[src/hw/rtl/leb_pkg.sv]
`timescale 1ns / 1ps
package leb_pkg;

  localparam int unsigned BufDepth  = 1024;
  localparam int unsigned PendDepth = 256;
  localparam int unsigned BufAw     = $clog2(BufDepth);
  localparam int unsigned PendAw    = $clog2(PendDepth);
  localparam int unsigned LenW      = BufAw + 1;
  localparam int unsigned PlenW     = PendAw + 1;

  typedef enum logic [2:0] {
    CMD_RIGHT  = 3'd0,
    CMD_LEFT   = 3'd1,
    CMD_SET    = 3'd2,
    CMD_INSERT = 3'd3,
    CMD_DELETE = 3'd4,
    CMD_BACK   = 3'd5,
    CMD_READ   = 3'd6,
    CMD_NONE   = 3'd7
  } cmd_e;

  localparam logic [1:0] ST_OK      = 2'd0;
  localparam logic [1:0] ST_FULL    = 2'd1;
  localparam logic [1:0] ST_RANGE   = 2'd2;

  typedef struct packed {
    logic [2:0]  cmd;
    logic [15:0] arg;
  } in_word_t;

  typedef struct packed {
    logic [7:0]  byte_out;
    logic [10:0] view_length;
    logic [10:0] cursor_pos;
    logic        editing;
    logic [1:0]  status;
  } out_word_t;

  // Controller -> datapath commands
  typedef struct packed {
    logic latch;      // capture input word
    logic exec;       // apply simple command
    logic cmt_init;   // set up commit
    logic shift_rd;   // issue tail read
    logic shift_wr;   // write tail byte
    logic copy_rd;    // issue pending read
    logic copy_wr;    // write pending byte
    logic cmt_done;   // finish commit
    logic rd_issue;   // issue view read
    logic respond;    // emit result
  } ctl_t;

  // Datapath -> controller status
  typedef struct packed {
    logic is_move;
    logic is_read;
    logic need_commit;
    logic shift_last;
    logic shift_empty;
    logic copy_last;
    logic copy_empty;
  } sts_t;

endpackage

[src/hw/rtl/leb_ctrl.sv]
`timescale 1ns / 1ps
module leb_ctrl (
  input  logic           clk_i,
  input  logic           rst_ni,
  input  logic           start_i,
  output logic           busy_o,
  input  leb_pkg::sts_t  sts_i,
  output leb_pkg::ctl_t  ctl_o
);
  import leb_pkg::*;

  typedef enum logic [7:0] {
    S_IDLE   = 8'b00000001,
    S_DECODE = 8'b00000010,
    S_SHIFT  = 8'b00000100,
    S_SHWR   = 8'b00001000,
    S_COPY   = 8'b00010000,
    S_CPWR   = 8'b00100000,
    S_READ   = 8'b01000000,
    S_EXEC   = 8'b10000000
  } state_e;

  state_e state_q, state_d;

  always_ff @(posedge clk_i or negedge rst_ni) begin
    if (!rst_ni) state_q <= S_IDLE;
    else         state_q <= state_d;
  end

  // next state and command decode
  always_comb begin
    state_d = state_q;
    ctl_o   = '0;
    case (state_q)
      S_IDLE: begin
        if (start_i) begin
          ctl_o.latch = 1'b1;
          state_d = S_DECODE;
        end
      end
      S_DECODE: begin
        if (sts_i.is_move && sts_i.need_commit) begin
          ctl_o.cmt_init = 1'b1;
          state_d = S_SHIFT;
        end else if (sts_i.is_read) begin
          ctl_o.rd_issue = 1'b1;
          state_d = S_READ;
        end else begin
          state_d = S_EXEC;
        end
      end
      S_SHIFT: begin
        if (sts_i.shift_empty) begin
          state_d = S_COPY;
        end else begin
          ctl_o.shift_rd = 1'b1;
          state_d = S_SHWR;
        end
      end
      S_SHWR: begin
        ctl_o.shift_wr = 1'b1;
        state_d = sts_i.shift_last ? S_COPY : S_SHIFT;
      end
      S_COPY: begin
        if (sts_i.copy_empty) begin
          ctl_o.cmt_done = 1'b1;
          state_d = S_EXEC;
        end else begin
          ctl_o.copy_rd = 1'b1;
          state_d = S_CPWR;
        end
      end
      S_CPWR: begin
        ctl_o.copy_wr = 1'b1;
        state_d = S_COPY;
      end
      // RAM data from the issue cycle is on the read port here
      S_READ: begin
        ctl_o.respond = 1'b1;
        state_d = S_IDLE;
      end
      S_EXEC: begin
        ctl_o.exec    = 1'b1;
        ctl_o.respond = 1'b1;
        state_d = S_IDLE;
      end
      default: state_d = S_IDLE;
    endcase
  end

  assign busy_o = (state_q != S_IDLE);

endmodule

[config.mk]
export PLATFORM = sky130hd
export DESIGN_NAME = leb_ctrl
export DESIGN_NICKNAME = d
export VERILOG_FILES = /design/src/hw/rtl/leb_pkg.sv /design/src/hw/rtl/leb_ctrl.sv
export SDC_FILE = /design/constraint.sdc
export NUM_CORES = 1
export LEC_CHECK = 0
export ABC_AREA = 1
export BUFFER_PORTS_ARGS = -buffer_cell sky130_fd_sc_hd__buf_2
export CAP_MARGIN = 20
export CORE_AREA = 4 4 41 43
export DETAILED_ROUTE_END_ITERATION = 10
export DIE_AREA = 0 0 45 47
export PLACE_DENSITY = 0.75
export SLEW_MARGIN = 40
export SYNTH_ARGS = -nofsm -noshare
export SYNTH_HDL_FRONTEND = slang
export SYNTH_SLANG_ARGS = --single-unit
[constraint.sdc]
create_clock -name clk_i -period 2.3 [get_ports clk_i]
set_input_delay 0.345 -clock clk_i [delete_from_list [all_inputs] [get_ports clk_i]]
set_output_delay 0.345 -clock clk_i [all_outputs]
set_load 0.02 [all_outputs]
Yosys cells after proc, flatten, opt, wreduce, memory -nomap -nowiden
Cells that the tools add are included.

Register bits: 8. Output and inout bits: 11.

Reduce and logical (&&, ||, !) cells: 2. Equal/unequal tests: 10. Muxes and demuxes: 24.

Operators with widths (count): one-hot mux 8 bit (6 select lines) (1); 2-to-1 mux 8 bit (4); 2-to-1 mux 1 bit (17); 2-to-1 mux 5 bit (2); equality test 8 x 1 -> 1 bit, second input constant (1); equality test 8 x 2 -> 1 bit, second input constant (1); equality test 8 x 3 -> 1 bit, second input constant (1); equality test 8 x 4 -> 1 bit, second input constant (1); equality test 8 x 5 -> 1 bit, second input constant (1); equality test 8 x 6 -> 1 bit, second input constant (1); equality test 8 x 7 -> 1 bit, second input constant (1); equality test 8 bit, second input constant (1); inequality test 8 x 1 -> 1 bit, second input constant (1); inequality test 2 bit, second input constant (1); OR reduction 2 bit (1); logical AND 1 bit (1).

Depth between registers and ports, before layout
Depth in word-level cells: 3. Gate-level depth with buffers: 7. Depth with buffers taken out: 7.

Worst setup path after synthesis
Ideal clock, no wire load.

Path kind: reg2out. From: register state_q[5]. To: output ctl_o[8] in the netlist's numbering. Required time: 1.955 ns. Cell stages (with the launch flop): 4. Setup slack: 0.657 ns. Arrival time: 1.298 ns. Cells stage by stage: dfrtp_1 -> nor2_2 -> inv_1 -> nor4_1.

RTL lines: start, declared (line leb_ctrl.sv:23) `state_e state_q, state_d;`; start signal, assigned (line leb_ctrl.sv:27) `else state_q <= state_d;`; end, declared (line leb_ctrl.sv:8) `output leb_pkg::ctl_t ctl_o`.

==> results.cfg <==
[worst_setup_path]
crit_top_cell = nor2_1
endpoint_kind = output port
slowest_delay_ns = 0.39
cp-start-kind = register
cpMaxStageDelayCell = dfrtp_1
worst_ep_required_time_ns = 1.96
critPathMaxFanout = 4
critPathArrivalTime_ns = 1.47
rr_worst_depth = 6
crit_chain = nor2_2 > nand2_1 > nor2_1 > inv_2 > nor2_1 > buf_2
worstSetupPathType = reg -> out

[drt]
dr.pass1.iters = 4
first_iter_violations = 11
finalWirelength_um = 977
routedWlPerCell_um = 9.217
num_vias = 498
drcViolationCount = 0
avgViaCountPerCell = 4.698
antenna_left = 0

[pwr]
clock_power_share = 0.223
max-vdd-ir-drop_uv = 396.0
power_density_nw_per_um2 = 793.2
p_int_w = 0.0003014
power_leakage_nw = 0.3531
p_switching_w = 0.0002027
switching_share = 0.4021
power_frac_comb = 0.416
power_frac_seq = 0.361

[sta]
setup_violations = 0
slew_viol_final = 0
period_minus_slack_ns = 1.810
hold_viol = 0
fin_setup_tns_ns = 0
holdWs_ns = 0.2696
clock_skew_ns = 0.005806
fmax_ghz = 0.5524
rsz0062_at_grt = no
post-route-period-util = 0.7871
slew_headroom = 0.8516
tightest_slew_ns = 0.2218

[floorplanning]
io-pin-count = 21
die_height_um = 47
die-area_um2 = 2115
core_um2 = 1301
start_util = 0.3731
row_count = 13
die_x_um = 45

[synthesis]
avgSynthCellArea_um2 = 7.246
syn_area_um2 = 485.5
synthCells = 67
ys_types = 19
yosysWarnings = 0
synth.yosys.seq_area_share = 0.4149
ys_ff_latch = 8
syn-num-nets = 77

[cts]
clock_sinks = 8
clk_latency_ns = 0.25
post_cts_buffers = 0
ctsHoldBuffers = 1
cts_tree = built
clockRootBuffer = clkbuf_4
cts_buffers = 3
clock_path_buffers = 2
cts_resized = 0
htreeDepth = 1
clkTransAtPathRegs_ns = 0.05

[finish]
area_growth_pct = 30.93
drive_above_1_share = 0.3846
fill_cells = 148
n_antenna_cell = 0
multiInputGateArea_um2 = 246.5
top_regs = state_q (8)
regMostFlops = state_q
nNetsFinal = 102
largest_reg_flops = 8
fin_cells = 106
seqCellArea_um2 = 201.4

[placement]
place.gp.congestion = 0.7686
port_buffers = 19
dp.cells = 101
dp_hpwl_um = 847.7

[global_routing]
grt_pass1_vias = 465
grt_pass1_wl_mm = 1.807
antenna_found_initial = 0
grt_start_max_net_pins = 9
grt-ovfl-total = 0
grtUsageTotal = 0.1206

[worst_hold_path]
hp-class = in -> reg
whs_path_depth = 2

[job]
maxCapViolations = 0

[run_status]
status = finished, final reports clean
==> Yosys cell counts (all sizes together) <==
master	n	area, um2
nand3b	1	7.510
nand3	4	20.02
nor4	1	6.260
o21ai	2	10.00
dfrtp	7	175.2
dfstp	1	26.28
inv	10	37.54
nor3	3	15.01
a21oi	1	5.000
a211oi	1	7.510
nand2	11	51.30
or2	1	6.260
nor2	24	117.6
==> logic make-up after synthesis <==
family	after synthesis	synth area share
AO/OA/AOI/OAI	4	0.04637
buffers and inverters	10	0.07733
flip-flops	8	0.4150
AND/OR/NAND/NOR	45	0.4614
==> layout make-up <==
class / count / area share
Tap cell: 15 / 0.02953
Multi-Input combinational cell: 49 / 0.3878
Sequential cell: 8 / 0.3169
Timing Repair Buffer: 20 / 0.1654
Clock buffer: 4 / 0.04134
Inverter: 10 / 0.05906
==> per-stage QoR <==
stage	area [um2]	worst slack, ns	utilization	power (W)
floorplan	485.5	0.6568	-	0.0003405
global placement	599.3	0.7670	0.4606	0.0003904
detailed placement	599.3	0.7383	0.4606	0.0003947
CTS	635.6	0.4820	0.4885	0.0005090
global route	635.6	0.3144	0.4885	0.0005489
finish	635.6	0.4897	0.4885	0.0005041
==> worst paths after layout <==
kind	from	end	slack, ns
min in group asynchronous	rst_ni	state_q[4]	0.45
setup reg to reg	state_q[6]	state_q[2]	1.12
max in group asynchronous	rst_ni	state_q[0]	1.61
hold / removal	sts_i[0]	state_q[5]	0.27
hold reg to reg	state_q[1]	state_q[3]	0.61
setup / recovery	state_q[3]	ctl_o[4]	0.49
==> worst max-delay path: cells and delay by family (launching register included) <==
kind / cells / cell delay [ns]
AND/OR/NAND/NOR: 4 / 0.58
flip-flops: 1 / 0.39
buffers and inverters: 2 / 0.24
==> power groups by stage <==
| stage | logic (W) | clock network [W] | registers (W) |
|---|---|---|---|
| 2_1_floorplan | 0.000158 | 0 | 0.000182 |
| 3_3_place_gp | 0.000207 | 0 | 0.000184 |
| 3_5_place_dp | 0.000210 | 0 | 0.000184 |
| 4_1_cts | 0.000213 | 0.000114 | 0.000182 |
| 5_1_grt | 0.000241 | 0.000121 | 0.000187 |
| 6_report | 0.000210 | 0.000112 | 0.000182 |
==> layout by cell type, fill, tap and decap left out, types with 2 or more instances in the layout <==
| cell | instances |
|---|---|
| buf_2 | 19 |
| clkbuf_4 | 3 |
| nand2_1 | 9 |
| dfrtp_1 | 7 |
| nor2_2 | 5 |
| nor2_4 | 2 |
| inv_2 | 3 |
| nor2_1 | 17 |
| nor3_1 | 3 |
| nand3_1 | 4 |
| inv_1 | 7 |
==> layer usage <==
metal,vias to the layer above,global-route usage,share of wire
met2,19,0.1723,0.44
met1,214,0.1620,0.46
li1,260,-,-
met5,-,0,0
met3,5,0.03448,0.077
met4,0,0.07018,0.026
(Power assumes the default switching activity.)
